===== config.mk =====
export PLATFORM = sky130hd
export DESIGN_NAME = base64_stream_codec_unit
export DESIGN_NICKNAME = d
export VERILOG_FILES = /design/src/design/b64_pkg.sv /design/src/design/base64_stream_codec_unit.sv /design/src/design/b64_front.sv /design/src/design/b64_queue.sv /design/src/design/b64_back.sv
export SDC_FILE = /design/constraint.sdc
export NUM_CORES = 1
export LEC_CHECK = 0
export BUFFER_PORTS_ARGS = -buffer_cell sky130_fd_sc_hd__buf_2
export CAP_MARGIN = 20
export CORE_MARGIN = 2
export CORE_UTILIZATION = 30
export DETAILED_ROUTE_END_ITERATION = 10
export PLACE_DENSITY_LB_ADDON = 0.1
export SLEW_MARGIN = 30
export SYNTH_ARGS = -nofsm -noshare
export SYNTH_HDL_FRONTEND = slang
export SYNTH_SLANG_ARGS = --single-unit

===== constraint.sdc =====
create_clock -name clk -period 11.5 [get_ports clk]
set_input_delay 1.15 -clock clk [delete_from_list [all_inputs] [get_ports clk]]
set_output_delay 1.15 -clock clk [all_outputs]
set_load 0.02 [all_outputs]

===== src/design/b64_pkg.sv =====
// Shared types, codes and character tables for the Base64 stream codec.
package b64_pkg;

	localparam int unsigned JOB_Q_DEPTH = 2;
	localparam int unsigned JOB_Q_PTR_W = $clog2(JOB_Q_DEPTH);
	localparam int unsigned JOB_Q_CNT_W = $clog2(JOB_Q_DEPTH + 1);

	localparam logic OP_WRITE = 1'b0;
	localparam logic OP_FLUSH = 1'b1;

	localparam logic [1:0] ERR_NONE        = 2'd0;
	localparam logic [1:0] ERR_BAD_CHAR    = 2'd1;
	localparam logic [1:0] ERR_AFTER_FLUSH = 2'd2;

	localparam logic [7:0] PAD_CHAR = 8'h3D;

	typedef struct packed {
		logic       op;
		logic [7:0] data_byte;
	} in_item_t;

	typedef struct packed {
		logic [7:0] out_byte;
		logic       last;
		logic [1:0] error;
	} out_item_t;

	// One decoded item's worth of results: count is 1..4, bytes[0] goes first.
	typedef struct packed {
		logic [2:0]      count;
		logic [3:0][7:0] bytes;
		logic [1:0]      error;
	} job_t;

	typedef struct packed {
		logic       valid;
		logic [5:0] value;
	} sextet_t;

	function automatic logic [7:0] enc_char(input logic [5:0] v);
		logic [7:0] c;
		if (v < 6'd26) begin
			c = 8'h41 + {2'b00, v};
		end else if (v < 6'd52) begin
			c = 8'h61 + {2'b00, v} - 8'd26;
		end else if (v < 6'd62) begin
			c = 8'h30 + {2'b00, v} - 8'd52;
		end else if (v == 6'd62) begin
			c = 8'h2B;
		end else begin
			c = 8'h2F;
		end
		return c;
	endfunction

	function automatic sextet_t dec_char(input logic [7:0] c);
		sextet_t s;
		s.valid = 1'b1;
		if (c >= 8'h41 && c <= 8'h5A) begin
			s.value = 6'(c - 8'h41);
		end else if (c >= 8'h61 && c <= 8'h7A) begin
			s.value = 6'(c - 8'h61 + 8'd26);
		end else if (c >= 8'h30 && c <= 8'h39) begin
			s.value = 6'(c - 8'h30 + 8'd52);
		end else if (c == 8'h2B) begin
			s.value = 6'd62;
		end else if (c == 8'h2F) begin
			s.value = 6'd63;
		end else begin
			s.valid = 1'b0;
			s.value = 6'd0;
		end
		return s;
	endfunction

endpackage


===== src/design/base64_stream_codec_unit.sv =====
// Top level of the Base64 stream codec: front end, job queue and result sequencer.
// Each job is queued, then loaded into the sequencer, before its first result is offered.
// Throughput: one item per cycle while the job queue has room; results leave one per
// cycle while result_stall is low, so the result port (up to four results per item)
// sets the sustained rate. Reset (arst_n low, asynchronous): encode mode, empty buffer,
// stream not flushed, queue and result register empty.
module base64_stream_codec_unit (
	input  logic               clk,
	input  logic               arst_n,
	// configuration: bit 0 of cfg_data is encode_mode
	input  logic               cfg_valid,
	output logic               cfg_ready,
	input  logic               cfg_data,
	// item channel
	input  logic               item_valid,
	output logic               item_stall,
	input  b64_pkg::in_item_t  item,
	// result channel
	output logic               result_valid,
	input  logic               result_stall,
	output b64_pkg::out_item_t result
);

	logic          item_take;
	logic          job_push;
	b64_pkg::job_t new_job;
	b64_pkg::job_t head_job;
	logic          q_full;
	logic          q_empty;
	logic          q_pop;

	// The user must make config writes only when idle; nothing enforces it. The port is always open.
	assign cfg_ready = 1'b1;

	// The front end stalls only on a full queue; an item that makes no
	// result waits then too, which keeps the check simple.
	assign item_stall = q_full;
	assign item_take  = item_valid && !q_full;

	b64_front u_front (
		.clk       (clk),
		.arst_n    (arst_n),
		.cfg_we    (cfg_valid && cfg_ready),
		.cfg_mode  (cfg_data),
		.item_take (item_take),
		.item      (item),
		.job_push  (job_push),
		.job       (new_job)
	);

	b64_queue u_queue (
		.clk      (clk),
		.arst_n   (arst_n),
		.push     (job_push),
		.push_job (new_job),
		.pop      (q_pop),
		.head_job (head_job),
		.full     (q_full),
		.empty    (q_empty)
	);

	// Sequencer holds the current job in registers; its output stays
	// steady while result_stall is high.
	b64_back u_back (
		.clk          (clk),
		.arst_n       (arst_n),
		.head_job     (head_job),
		.q_empty      (q_empty),
		.q_pop        (q_pop),
		.result_valid (result_valid),
		.result_stall (result_stall),
		.result       (result)
	);

endmodule


===== src/design/b64_front.sv =====
// Front end: takes items, keeps the bit buffer and builds result jobs.
module b64_front (
	input  logic             clk,
	input  logic             arst_n,
	input  logic             cfg_we,
	input  logic             cfg_mode,
	input  logic             item_take,
	input  b64_pkg::in_item_t item,
	output logic             job_push,
	output b64_pkg::job_t    job
);

	logic        encode_mode_q;
	logic [23:0] bit_buffer_q;
	logic [1:0]  fill_count_q;
	logic        stream_done_q;

	logic [23:0]      buf_next;
	logic [1:0]       fill_next;
	logic             done_next;
	logic [1:0]       fill_enc;
	logic [23:0]      enc_buf;
	logic [23:0]      dec_buf;
	b64_pkg::sextet_t sx;

	always_comb begin
		fill_enc = (fill_count_q == 2'd3) ? 2'd2 : fill_count_q;
		case (fill_enc)
			2'd0:    enc_buf = bit_buffer_q | {item.data_byte, 16'h0};
			2'd1:    enc_buf = bit_buffer_q | {8'h0, item.data_byte, 8'h0};
			default: enc_buf = bit_buffer_q | {16'h0, item.data_byte};
		endcase
		sx = b64_pkg::dec_char(item.data_byte);
		case (fill_count_q)
			2'd0:    dec_buf = bit_buffer_q | {sx.value, 18'h0};
			2'd1:    dec_buf = bit_buffer_q | {6'h0, sx.value, 12'h0};
			2'd2:    dec_buf = bit_buffer_q | {12'h0, sx.value, 6'h0};
			default: dec_buf = bit_buffer_q | {18'h0, sx.value};
		endcase
	end

	always_comb begin
		buf_next  = bit_buffer_q;
		fill_next = fill_count_q;
		done_next = stream_done_q;
		job       = '0;
		job.error = b64_pkg::ERR_NONE;
		if (item.op == b64_pkg::OP_FLUSH) begin
			if (!stream_done_q) begin
				done_next = 1'b1;
				buf_next  = '0;
				fill_next = '0;
				if (encode_mode_q) begin
					job.bytes[0] = b64_pkg::enc_char(bit_buffer_q[23:18]);
					job.bytes[1] = b64_pkg::enc_char(bit_buffer_q[17:12]);
					job.bytes[2] = (fill_count_q == 2'd2)
						? b64_pkg::enc_char(bit_buffer_q[11:6]) : b64_pkg::PAD_CHAR;
					job.bytes[3] = b64_pkg::PAD_CHAR;
					if (fill_count_q == 2'd1 || fill_count_q == 2'd2) begin
						job.count = 3'd4;
					end
				end else begin
					job.bytes[0] = bit_buffer_q[23:16];
					job.bytes[1] = bit_buffer_q[15:8];
					if (fill_count_q == 2'd2) begin
						job.count = 3'd1;
					end else if (fill_count_q == 2'd3) begin
						job.count = 3'd2;
					end
				end
			end
		end else if (stream_done_q) begin
			job.count = 3'd1;
			job.error = b64_pkg::ERR_AFTER_FLUSH;
		end else if (encode_mode_q) begin
			if (fill_enc == 2'd2) begin
				job.count    = 3'd4;
				job.bytes[0] = b64_pkg::enc_char(enc_buf[23:18]);
				job.bytes[1] = b64_pkg::enc_char(enc_buf[17:12]);
				job.bytes[2] = b64_pkg::enc_char(enc_buf[11:6]);
				job.bytes[3] = b64_pkg::enc_char(enc_buf[5:0]);
				buf_next     = '0;
				fill_next    = '0;
			end else begin
				buf_next  = enc_buf;
				fill_next = fill_enc + 2'd1;
			end
		end else if (item.data_byte != b64_pkg::PAD_CHAR) begin
			if (!sx.valid) begin
				job.count = 3'd1;
				job.error = b64_pkg::ERR_BAD_CHAR;
			end else if (fill_count_q == 2'd3) begin
				job.count    = 3'd3;
				job.bytes[0] = dec_buf[23:16];
				job.bytes[1] = dec_buf[15:8];
				job.bytes[2] = dec_buf[7:0];
				buf_next     = '0;
				fill_next    = '0;
			end else begin
				buf_next  = dec_buf;
				fill_next = fill_count_q + 2'd1;
			end
		end
	end

	// items with no results leave nothing in the queue
	assign job_push = item_take && (job.count != 3'd0);

	always_ff @(posedge clk or negedge arst_n) begin
		if (!arst_n) begin
			encode_mode_q <= 1'b1;
			bit_buffer_q  <= '0;
			fill_count_q  <= '0;
			stream_done_q <= 1'b0;
		end else if (cfg_we) begin
			encode_mode_q <= cfg_mode;
			bit_buffer_q  <= '0;
			fill_count_q  <= '0;
		end else if (item_take) begin
			bit_buffer_q  <= buf_next;
			fill_count_q  <= fill_next;
			stream_done_q <= done_next;
		end
	end

endmodule


===== src/design/b64_queue.sv =====
// Short job queue between the front end and the result sequencer.
module b64_queue (
	input  logic          clk,
	input  logic          arst_n,
	input  logic          push,
	input  b64_pkg::job_t push_job,
	input  logic          pop,
	output b64_pkg::job_t head_job,
	output logic          full,
	output logic          empty
);

	b64_pkg::job_t                         slot_q [b64_pkg::JOB_Q_DEPTH];
	logic [b64_pkg::JOB_Q_PTR_W-1:0]       wr_ptr_q;
	logic [b64_pkg::JOB_Q_PTR_W-1:0]       rd_ptr_q;
	logic [b64_pkg::JOB_Q_CNT_W-1:0]       count_q;

	assign full     = (count_q == b64_pkg::JOB_Q_CNT_W'(b64_pkg::JOB_Q_DEPTH));
	assign empty    = (count_q == '0);
	assign head_job = slot_q[rd_ptr_q];

	always_ff @(posedge clk) begin
		if (push) begin
			slot_q[wr_ptr_q] <= push_job;
		end
	end

	always_ff @(posedge clk or negedge arst_n) begin
		if (!arst_n) begin
			wr_ptr_q <= '0;
			rd_ptr_q <= '0;
			count_q  <= '0;
		end else begin
			if (push) begin
				wr_ptr_q <= (wr_ptr_q == b64_pkg::JOB_Q_PTR_W'(b64_pkg::JOB_Q_DEPTH - 1))
					? '0 : wr_ptr_q + 1'b1;
			end
			if (pop) begin
				rd_ptr_q <= (rd_ptr_q == b64_pkg::JOB_Q_PTR_W'(b64_pkg::JOB_Q_DEPTH - 1))
					? '0 : rd_ptr_q + 1'b1;
			end
			if (push && !pop) begin
				count_q <= count_q + 1'b1;
			end else if (pop && !push) begin
				count_q <= count_q - 1'b1;
			end
		end
	end

endmodule


===== src/design/b64_back.sv =====
// Back end: walks each job and hands out one result per transaction.
module b64_back (
	input  logic               clk,
	input  logic               arst_n,
	input  b64_pkg::job_t      head_job,
	input  logic               q_empty,
	output logic               q_pop,
	output logic               result_valid,
	input  logic               result_stall,
	output b64_pkg::out_item_t result
);

	b64_pkg::job_t cur_q;
	logic          busy_q;
	logic [1:0]    idx_q;
	logic          is_last;
	logic          taken;

	assign is_last = ({1'b0, idx_q} == (cur_q.count - 3'd1));
	assign taken   = busy_q && !result_stall;
	assign q_pop   = !q_empty && (!busy_q || (taken && is_last));

	assign result_valid    = busy_q;
	assign result.out_byte = cur_q.bytes[idx_q];
	assign result.last     = is_last;
	assign result.error    = cur_q.error;

	always_ff @(posedge clk) begin
		if (q_pop) begin
			cur_q <= head_job;
		end
	end

	always_ff @(posedge clk or negedge arst_n) begin
		if (!arst_n) begin
			busy_q <= 1'b0;
			idx_q  <= '0;
		end else if (q_pop) begin
			busy_q <= 1'b1;
			idx_q  <= '0;
		end else if (taken) begin
			if (is_last) begin
				busy_q <= 1'b0;
				idx_q  <= '0;
			end else begin
				idx_q <= idx_q + 2'd1;
			end
		end
	end

endmodule


# --- Yosys cells after proc, flatten, opt, wreduce, memory -nomap -nowiden ---
# Memories as Yosys holds them, arrays and structs flattened. A register that Yosys moved wholly into a read port is not among the register bits.
# Index checks and enable logic that the tools add are counted.
classes:
  addsub: 48
  magnitude_cmp: 28
  eq_ne: 18
  muxes: 100
  bitwise_logic: 8
  n_reduce_logical: 31
ops:
  columns: ["operator", "n"]
  rows:
  - ["2-to-1 mux 24 bit", 13]
  - ["2-to-1 mux 8 bit", 24]
  - ["adder 7 x 6 -> 8 bit, first input constant", 14]
  - ["2-to-1 mux 35 bit", 3]
  - ["less-than comparator 6 bit, second input constant", 14]
  - ["case mux 24 bit (3 select lines)", 1]
  - ["subtractor 8 x 5 -> 8 bit, second input constant", 7]
  - ["subtractor 8 x 6 -> 8 bit, second input constant", 7]
  - ["adder 6 x 6 -> 7 bit, first input constant", 7]
  - ["bitwise OR 24 bit", 2]
  - ["case mux 24 bit (2 select lines)", 1]
  - ["== test 6 bit, second input constant", 7]
  - ["less-than comparator 6 x 5 -> 1 bit, second input constant", 7]
  - ["2-to-1 mux 2 bit", 21]
  - ["2-to-1 mux 3 bit", 14]
  - ["2-to-1 mux 32 bit", 1]
  - ["2-to-1 mux 6 bit", 5]
  - ["2-to-1 mux 26 bit", 1]
  - ["bitwise OR 24 x 12 -> 24 bit", 1]
  - ["bitwise OR 24 x 16 -> 24 bit", 1]
  - ["bitwise OR 24 x 18 -> 24 bit", 1]
  - ["bitwise OR 24 x 6 -> 24 bit", 1]
  - ["bitwise OR 24 x 8 -> 24 bit", 1]
  - ["binary-select mux 8 bit (select 2 bit)", 1]
  - ["33 further kinds", 78]
totals:
  regBits: 35
  mem_bits_rw: 74
  inputBits: 15
  out_inout_bits: 14
  wordCells: 243
  mem_count: 1
mem_list:
  columns: ["memory", "words", "word_bits", "rd", "rd_ports_with_merged_regs", "wr", "line", "rtl"]
  rows:
  - ["u_queue.slot_q", 2, 37, 1, 1, 1, "b64_queue.sv:13", "b64_pkg::job_t slot_q [b64_pkg::JOB_Q_DEPTH];"]

# --- Logic depth before layout (Yosys ltp) ---
# Gate-level depths: netlist (run 1).
logic_depth:
  word_depth: 20
  ltp_mapped: 15
  mapped_depth_nobuf: 13

# --- Hierarchy ---
# A second synthesis (run 1) with hierarchy kept.
unflattened:
  hier_cells: 994
  hier_area_um2: 10003.3
by_module_without_submodules:
  columns: ["module", "n_inst", "cells_per_inst", "area_each_um2", "seq_area_each_um2"]
  rows:
  - ["b64_front", 1, 786, 5485.3, 701.9]
  - ["b64_queue", 1, 131, 2939.1, 2322.2]
  - ["b64_back", 1, 74, 1554.0, 1186.1]
  - ["base64_stream_codec_unit", 1, 3, 25.0, 0.0]

# --- Worst setup path before layout (run 1) ---
# No wires, ideal clock.
synth_timing:
  path_kind: "in2reg"
  from: "in item[2] in the netlist's numbering"
  to: "mem u_queue.slot_q[0][0] in the netlist's numbering, enable pin"
  setup_time_ps: 436
  arrival_time_ps: 4938
  required_time_ps: 11064
  path_slack_ps: 6127
  stages: 12
  n_path_buf: 3
  cell_sequence: "clkbuf_1 -> inv_1 -> ha_1 -> a21o_1 -> o311a_1 -> or3_1 -> buf_2 -> and2_1 -> buf_6 -> nor3_1 -> o31a_1 -> nor2b_1"
synth_between:
  elab_chain_len: 15
  elab_cells_between_ends: 26
  classes_between: "order compare (6); eq/ne (3); mux (12); reduce/logical (5)"
synth_lines:
  columns: ["element", "line", "rtl"]
  rows:
  - ["start, declared", "base64_stream_codec_unit.sv:17", "input b64_pkg::in_item_t item,"]
  - ["branches (longest 7 deep; another with >= comparator 8 x 6 -> 1 bit)", null, null]
  - ["2-to-1 mux 3 bit (*)", "b64_front.sv:88", "end else if (item.data_byte != b64_pkg::PAD_CHAR) begin"]
  - ["2-to-1 mux 3 bit (*)", "b64_front.sv:75", "end else if (encode_mode_q) begin"]
  - ["2-to-1 mux 3 bit (*)", "b64_front.sv:72", "end else if (stream_done_q) begin"]
  - ["2-to-1 mux 35 bit (*)", "b64_front.sv:48", "if (item.op == b64_pkg::OP_FLUSH) begin"]
  - ["nonzero test 3 bit (*)", "b64_front.sv:107", "assign job_push = item_take && (job.count != 3'd0);"]
  - ["logical AND 1 bit (*)", "b64_front.sv:107", null]
  - ["2-to-1 mux 1 bit (*)", "b64_queue.sv:23", "if (push) begin"]
  - ["2-to-1 mux 1 bit (implied by the code) (*)", "b64_queue.sv:24", "slot_q[wr_ptr_q] <= push_job;"]
  - ["end, declared", "b64_queue.sv:13", null]
# Every way passes the cells marked *.

==> results of run 1 <==
[flip-flops by register name (all words and copies together), names as in the netlist, 2 cells and up]
name and count:
u_back.result 2, u_queue.count_q 2, u_front.bit_buffer_q 24, u_queue.slot_q 74, u_front.fill_count_q 2, u_back.cur_q 35
u_back.idx_q 2
[logic make-up after synthesis]
family | after synthesis | share of synthesized area (%)
and+or+nand+nor | 318 | 13.8
DFF | 146 | 39.0
AOI/OAI and AO/OA | 358 | 21.4
xor gates and xnor gates | 48 | 3.89
other | 1 | 0.0347
muxes | 55 | 6.51
buffers and inverters | 138 | 5.11
adders and majority gates | 89 | 10.3
[worst reg2reg max path, cell delays in order (launching register included)]
cell and delay, ns:
dfrtp_1 0.47, inv_1 0.15, ha_1 0.48, a21oi_1 0.36, inv_1 0.17, ha_1 0.22, nor2b_1 0.60, nand2_1 0.16
a221oi_1 0.28, o22ai_1 0.16, nor4_1 0.23, a31oi_1 0.08, o32ai_1 0.55
[report_power, final]
part           internal, mW  switching [mW]
clock network         0.284           0.250
registers             0.669          0.0598
logic                 0.183           0.267
[how the worst max path moves through the flow]
stage	start	to	slack, ns
floorplan	item[2]	u_queue.slot_q[0][0]	6.13
global placement	item[2]	u_queue.slot_q[0][13]	6.72
detailed placement	item[2]	u_queue.slot_q[0][13]	6.61
CTS	item[2]	u_queue.slot_q[0][1]	7.00
global route	item[2]	u_queue.slot_q[0][1]	6.62
finish	item[2]	u_queue.slot_q[0][1]	6.99
[final cells by class]
class | count | area share (%)
sequential | 146 | 35.5
timing repair buffer | 36 | 1.73
multi-input combinational | 869 | 51.1
clock buffer | 17 | 3.59
antenna | 1 | 0.0211
tap | 461 | 4.87
inverter | 65 | 2.08
clock inverter | 15 | 1.04
[placed cells by master (no fill, tap or decap), types with 29 or more instances in the layout]
cell type	instances
nand2_1	113
o21ai_0	74
ha_1	89
mux2_2	42
a21oi_1	100
nand3_1	40
nor2_1	60
dfrtp_1	34
inv_1	62
edfxtp_1	111
a31oi_1	29
[metal layers]
layer	part of all wire (%)	vias to the layer above
met3	4.0	19
met1	50	4425
met2	45	231
met5	0	-
li1	-	4247
met4	1.4	0
==> impl_metrics.tcl, run 1 <==
set metrics [dict create \
    ant_nets 0 \
    holdPathStages 1 \
    synth_edf_count 111 \
    synth_area_mm2 0.0108 \
    preCtsSetupSlack_ns 6.61 \
    path_depth 11 \
    cpMaxStageDelayCell "nor2b_4" \
    relSlewSlack_pct 40.7 \
    end_kind "flop" \
    grt-busiest-layer "met2" \
    vdd_drop_max_v 0.0000992 \
    seqCellArea_mm2 0.00421 \
    antenna_found_initial 0 \
    cts_sinks 146 \
    fin_cells 1610 \
    gp_congestion 0.854 \
    hold_path_class "reg -> reg" \
    drive_gt1_share_pct 11.1 \
    max_freq_mhz 222 \
    fillers 3612 \
    synth_top_area_cell "edfxtp_1" \
    ys_async_sr_fraction_pct 24.0 \
    cts_setup_buffers 0 \
    grtUsageMet1_pct 28.0 \
    drv_cap 0 \
    cp.required_ns 11.59 \
    fin_ws_ns 6.99 \
    htreeDepth 4 \
    drtIter0Drc 663 \
    yosys-top-cells-count "113 x nand2_1, 111 x edfxtp_1, 102 x a21oi_1" \
    tightest_slew_ns 0.889 \
    portBuffers 27 \
    ios 29 \
    grt_pass1_vias 8467 \
    p_per_area_mw_per_mm2 145 \
    fp.dieW_um 194 \
    finalHoldViolations 0 \
    clock_skew_ns 0.0125 \
    cp_cell_sequence "buf_2, inv_1, ha_1, o21ai_0, nor2_1, o31ai_1, and2_1, o32a_1, o31a_1, nor2b_4, buf_4" \
    holdPathEnd "u_queue.count_q[1]" \
    coreArea_mm2 0.0355 \
    ctsLongestPathBuffers 2 \
    syn-num-nets 1257 \
    placed_area_mm2 0.0113 \
    routed_wirelength_mm 35.2 \
    grt-ovfl-total 0 \
    fin_crit_sh_pct 39.2 \
    die_h_um 194 \
    min_period_ns 4.51 \
    crit_fanout 20 \
    cts-root-buf "clkbuf_16" \
    arrival_ns 4.60 \
    clock_latency_ns 0.42 \
    worstSetupPathType "in -> reg" \
    num_vias 8922 \
    synthCells 1153 \
    cp_slowest_stage_delay_ns 0.53 \
    rsz0062_at_grt "false" \
    drt_pass1_iterations 7 \
    synth_cell_types 67 \
    yosys_warnings 0 \
    setup_viol 0 \
    syn_area_per_cell_um2 9.37 \
    crit_family "compound AO/OA/AOI/OAI gates" \
    multiInputGateArea_mm2 0.00606 \
    status "completed" \
    critPathBufInv 3 \
    r2r_setup_slack_ns 7.32 \
    reg2reg_to "u_queue.slot_q[1][6]" \
    synth_seq_area_share_pct 39.0 \
    critPathLaunchType "primary input" \
    drv_slew 0 \
    yosysMostFrequentCell "nand2_1" \
    r2r_start "u_front.fill_count_q[0]" \
    nNetsFinal 1239 \
    synth_area_leaders "edfxtp_1 31%, ha_1 10%, dfrtp_1 7.9%, a21oi_1 4.7%, mux2_2 4.4%" \
    viasPerCell 5.54 \
    placedCellCount 1577 \
    fin_tns_setup_ns 0 \
    total_power_mw 1.71 \
    final_core_util_pct 33.4 \
    hpwl_mm 25.7 \
    p_leak_nw 4.36 \
    rows 69 \
    design_area_mm2 0.0118 \
    drc 0 \
    worstHoldStart "u_queue.count_q[1]" \
    detail_route.wl_per_cell_um 21.8 \
    ys_ff_latch 146 \
    clkSlewWorstSetupHoldPaths_ns 0.06 \
    grt_use_met3_pct 2.19 \
    cts_made_buffers 17 \
    fin_hold_ws_ns 0.516 \
    start_util_pct 30.4 \
    grt_pass1_wl_mm 53.9 \
    synth_top_area_share_pct 30.9 \
    cts_tree "done" \
    cts_resized 0 \
    yosys_most_used_dff "edfxtp_1" \
    gr-usage-met2_pct 28.4 \
    grt_max_degree 49 \
    synthToLayoutAreaGrowth_pct 9.67 \
    reg2reg_depth 12 \
    cts_hold_buf 0 \
    grt_use_total_pct 18.6 \
    dieArea_mm2 0.0375 \
]
Note: power is estimated with default switching activity, not from simulation.
==> run 2: changes to the inputs <==
Clock period 11.5 ns to 4.14 ns, I/O delays scaled along.
==> run 2 against run 1 <==
Net effect: critical path depth up 1; utilization up 1.1 points; register-to-register slack worse by 6.9 ns; wire length up 3.4%; first-iteration DRC count up 31%.
==> impl_metrics.tcl, run 2 (synthesis gave the netlist of run 1 again) <==
set metrics [dict create \
    grt-busiest-layer "met2" \
    portBuffers 27 \
    cts-root-buf "clkbuf_16" \
    max_freq_mhz 265 \
    grt_pass1_vias 8630 \
    p_per_area_mw_per_mm2 397 \
    worstHoldStart "cfg_data" \
    ctsLongestPathBuffers 2 \
    pwr-share-comb_pct 27.2 \
    worstSetupPathType "reg -> reg" \
    drv_slew 0 \
    relSlewSlack_pct 44.1 \
    arrival_ns 3.89 \
    reg2reg_depth 12 \
    cts_sinks 146 \
    vdd_drop_max_v 0.000338 \
    total_power_mw 4.87 \
    num_antenna_cells 0 \
    cts_made_buffers 17 \
    gp_congestion 0.883 \
    clockPowerShare_pct 31.9 \
    antenna_found_initial 1 \
    setup_viol 0 \
    reg_top3 "u_queue.slot_q: 74 flops, u_back.cur_q: 35 flops, u_front.bit_buffer_q: 24 flops" \
    grt_use_total_pct 19.0 \
    min_period_ns 3.77 \
    tightest_slew_ns 0.828 \
    die_h_um 194 \
    r2r_setup_slack_ns 0.37 \
    top_register "u_queue.slot_q" \
    drt_pass1_iterations 5 \
    finalHoldViolations 0 \
    drive_gt1_share_pct 14.4 \
    holdPathEnd "u_front.encode_mode_q" \
    viasPerCell 5.48 \
    clkSlewWorstSetupHoldPaths_ns 0.07 \
    cts_tree "done" \
    grt_pass1_wl_mm 54.6 \
    critPathLaunchType "flop" \
    hpwl_mm 26.9 \
    cp-startpoint "u_front.fill_count_q[0]" \
    ios 29 \
    drc 0 \
    r2r_start "u_front.fill_count_q[0]" \
    start_util_pct 30.4 \
    clock_latency_ns 0.43 \
    grt-ovfl-total 0 \
    fin_tns_setup_ns 0 \
    power.internal_mw 3.29 \
    power.net_switching_mw 1.58 \
    grt_max_degree 39 \
    synthToLayoutAreaGrowth_pct 13.3 \
    routed_wirelength_mm 36.3 \
    hold_path_class "in -> reg" \
    fp.dieW_um 194 \
    rsz0062_at_grt "false" \
    largest_reg_flops 74 \
    p_leak_nw 4.60 \
    drtIter0Drc 866 \
    crit_fanout 12 \
    num_vias 9078 \
    cp.required_ns 4.26 \
    gr-usage-met2_pct 30.4 \
    status "completed" \
    grtUsageMet1_pct 27.5 \
    end_kind "flop" \
    clock_skew_ns 0.0144 \
    coreArea_mm2 0.0355 \
    holdPathStages 3 \
    nNetsFinal 1286 \
    htreeDepth 4 \
    reg2reg_to "u_queue.slot_q[1][24]" \
    pwr-share-seq_pct 40.9 \
    ant_nets 0 \
    dieArea_mm2 0.0375 \
    rows 69 \
    fin_crit_sh_pct 91.0 \
    final_common_cell "nand2_1" \
    grt_use_met3_pct 2.42 \
    mostFrequentLayoutCells "113 x nand2_1, 111 x edfxtp_1, 102 x a21oi_1, 89 x ha_1, 75 x o21ai_0" \
    drv_cap 0 \
    detail_route.wl_per_cell_um 21.9 \
    switching_share_pct 32.4 \
]
run 2: metal layers:
layer,share of wire [%],routed length [um],vias up
met4,1.3,471,0
met1,48,17600,4452
met3,4.1,1480,31
met5,0,0,-
met2,46,16800,262
li1,-,-,4333
run 2: layout make-up:
cell class | count | area (um^2)
inverters | 65 | 246
well taps | 461 | 577
fillers | 3668 | 23200
flip-flops and latches | 146 | 4210
multi-input cells | 869 | 6060
clock inverters | 14 | 155
repair buffers | 83 | 561
clock buffers | 18 | 429
run 2: how the worst max path moves through the flow:
stage | endpoint | slack (ns) | cells after the start
2_1_floorplan | u_queue.slot_q[0][0] | 0.20 | 12
3_3_place_gp | u_queue.slot_q[0][6] | 0.17 | 10
3_5_place_dp | u_queue.slot_q[1][6] | 0.17 | 10
4_1_cts | u_queue.slot_q[0][6] | 0.14 | 10
5_1_grt | u_queue.slot_q[0][22] | 0.05 | 12
6_report | u_queue.slot_q[1][24] | 0.37 | 12
run 2: timing repair:
action,in CTS,in global routing
setup endpoints to repair,0,12
hold buffers,1,0
buffers inserted,0,2
gates resized for setup,0,3
endpoints found under the hold margin,26,0
run 2: critical path: stages (launching register included):
cell      delay, ns
dfrtp_1        0.49
inv_1          0.13
ha_1           0.39
nor2_1         0.60
a21o_1         0.32
clkinv_1       0.28
ha_1           0.31
nor2b_1        0.10
o21ai_0        0.13
nand2_1        0.11
o211ai_1       0.09
a21oi_1        0.25
o21ai_0        0.24
run 2: per-stage QoR:
stage | cells | utilization (%) | setup WS, ns | cell area, um^2 | hold slack [ns]
6_report | 1656 | 34.5 | 0.372 | 12200 | 0.189
5_1_grt | 1656 | 34.5 | 0.0548 | 12200 | 0.215
4_1_cts | 1654 | 34.4 | 0.136 | 12200 | 0.176
3_5_place_dp | 1621 | 32.7 | 0.166 | 11600 | 0.442
3_3_place_gp | 1621 | 32.7 | 0.171 | 11600 | 0.499
2_1_floorplan | 1153 | - | 0.195 | 10800 | 0.118
run 2: power by group through the flow:
stage	clock network, mW	registers [mW]	logic (mW)
floorplan	0	1.95	0.970
global placement	0	2.02	1.34
detailed placement	0	2.03	1.33
CTS	1.58	2.00	1.34
global route	1.64	2.02	1.45
finish	1.55	1.99	1.32
==> run 3: changes to the inputs <==
--- a/config.mk
+++ b/config.mk
@@ -12,4 +12,5 @@
 export DETAILED_ROUTE_END_ITERATION = 10
 export PLACE_DENSITY_LB_ADDON = 0.1
+export REMOVE_ABC_BUFFERS = 1
 export SLEW_MARGIN = 30
 export SYNTH_ARGS = -nofsm -noshare
==> constraint.sdc (replaced) <==
create_clock -name clk -period 4.14 [get_ports clk]
set_input_delay 0.414 -clock clk [delete_from_list [all_inputs] [get_ports clk]]
set_output_delay 0.414 -clock clk [all_outputs]
set_load 0.01 [all_outputs]
==> run 3 against run 2 <==
Net effect: sequential cell count did not move; worst setup slack improved by 0.11 ns; die area did not move; critical path type unchanged; highest routed layer unchanged; critical endpoint is now u_queue.slot_q[1][14].
==> impl_metrics.tcl, run 3 (synthesis gave the netlist of run 1 again) <==
set metrics [dict create \
    end_kind "flop" \
    finalHoldViolations 0 \
    fin_hold_ws_ns 0.279 \
    fin_crit_sh_pct 88.3 \
    cp.required_ns 4.33 \
    top_register "u_queue.slot_q" \
    reg_top3 "u_queue.slot_q: 74 flops, u_back.cur_q: 35 flops, u_front.bit_buffer_q: 24 flops" \
    drtIter0Drc 751 \
    status "completed" \
    grt_max_degree 38 \
    worstSetupPathType "reg -> reg" \
    start_util_pct 30.4 \
    r2r_setup_slack_ns 0.48 \
    grt_pass1_vias 8912 \
    crit_fanout 16 \
    num_antenna_cells 0 \
    clkSlewWorstSetupHoldPaths_ns 0.07 \
    die_h_um 194 \
    dieArea_mm2 0.0375 \
    drv_slew 0 \
    clock_latency_ns 0.42 \
    antenna_found_initial 0 \
    p_per_area_mw_per_mm2 392 \
    grt-ovfl-total 0 \
    num_vias 9044 \
    hold_path_class "in -> reg" \
    portBuffers 27 \
    drv_cap 0 \
    vdd_drop_max_v 0.000280 \
    routed_wirelength_mm 35.9 \
    coreArea_mm2 0.0355 \
    largest_reg_flops 74 \
    gp_congestion 0.892 \
    drt_pass1_iterations 5 \
    grt_use_total_pct 19.1 \
    mostFrequentLayoutCells "113 x nand2_1, 111 x edfxtp_1, 102 x a21oi_1, 87 x ha_1, 75 x o21ai_0" \
    placed_area_mm2 0.0116 \
    placedCellCount 1620 \
    hpwl_mm 26.9 \
    rows 69 \
    tightest_slew_ns 0.739 \
    viasPerCell 5.46 \
    detail_route.wl_per_cell_um 21.7 \
    design_area_mm2 0.0123 \
    drive_gt1_share_pct 14.5 \
    final_core_util_pct 34.5 \
    ant_nets 0 \
    ctsLongestPathBuffers 2 \
    rsz0062_at_grt "false" \
    ios 29 \
    fin_tns_setup_ns 0 \
    critPathLaunchType "flop" \
    max_freq_mhz 273 \
    clock_skew_ns 0.0116 \
    fp.dieW_um 194 \
    min_period_ns 3.66 \
    final_common_cell "nand2_1" \
    setup_viol 0 \
    relSlewSlack_pct 50.5 \
    nNetsFinal 1287 \
    synthToLayoutAreaGrowth_pct 13.4 \
    grt_pass1_wl_mm 55.5 \
    p_leak_nw 4.61 \
    drc 0 \
    cts-root-buf "clkbuf_16" \
    cts_tree "done" \
    cts_made_buffers 17 \
    htreeDepth 4 \
    arrival_ns 3.84 \
    fin_cells 1657 \
    cts_sinks 146 \
]
run 3: changes by cell type in the layout (fill, tap and decap cells not counted), sizes merged:
cell	delta
inv	+5
bufinv	-1
buf	+1
clkinv	-3
clkinvlp	-1
run 3: metrics by stage:
| step | total power, mW | setup slack [ns] |
|---|---|---|
| finish | 4.80 | 0.483 |
| global route | 5.07 | 0.191 |
| CTS | 4.85 | 0.277 |
| detailed placement | 3.30 | 0.293 |
| global placement | 3.31 | 0.322 |
| floorplan | 2.82 | -0.529 |
run 3: final cells by class:
type / instances / area, um^2
Fill cell: 3643 / 23200
Timing Repair Buffer: 84 / 568
Inverter: 65 / 246
Clock buffer: 18 / 429
Multi-Input combinational cell: 869 / 6060
Sequential cell: 146 / 4210
Tap cell: 461 / 577
Clock inverter: 14 / 164
run 3: worst max-delay path: stages (launching register included):
cell and delay (ns):
dfrtp_1 0.44, inv_1 0.13, ha_2 0.32, a21oi_1 0.51, inv_1 0.14, ha_1 0.33
nand2_1 0.09, o211ai_1 0.22, buf_4 0.25, mux2i_1 0.30, nor2_1 0.07, a21oi_1 0.16
a21oi_1 0.10, a21oi_1 0.36
run 3: path summary, 6_finish.rpt:
path / from / end / cells after the start
min reg2reg: u_queue.count_q[1] / u_queue.count_q[1] / 1
min in group asynchronous: arst_n / u_back.result_valid / 2
max reg2reg: u_front.fill_count_q[1] / u_queue.slot_q[1][14] / 13
max: u_front.fill_count_q[1] / u_queue.slot_q[1][14] / 13
max in group asynchronous: arst_n / u_front.bit_buffer_q[2] / 2
min: cfg_data / u_front.encode_mode_q / 3
run 3: power by group:
part / total, mW / internal (mW) / switching, mW
logic: 1.24 / 0.540 / 0.701
clock network: 1.54 / 0.863 / 0.672
registers: 2.02 / 1.86 / 0.165
run 3: per-layer routing:
layer	up-vias	GRT usage [%]	share of wire, %
met3	32	2.49	4.1
met4	0	4.35	1.5
met1	4407	28.0	49
met5	-	0	0
met2	258	29.9	45
li1	4347	-	-
run 3: repair_timing:
action                                 CTS  global route
setup buffers                            0             4
resized for setup                        0             2
hold buffers                             0             1
setup endpoints to repair                0             8
endpoints found under the hold margin    0             6
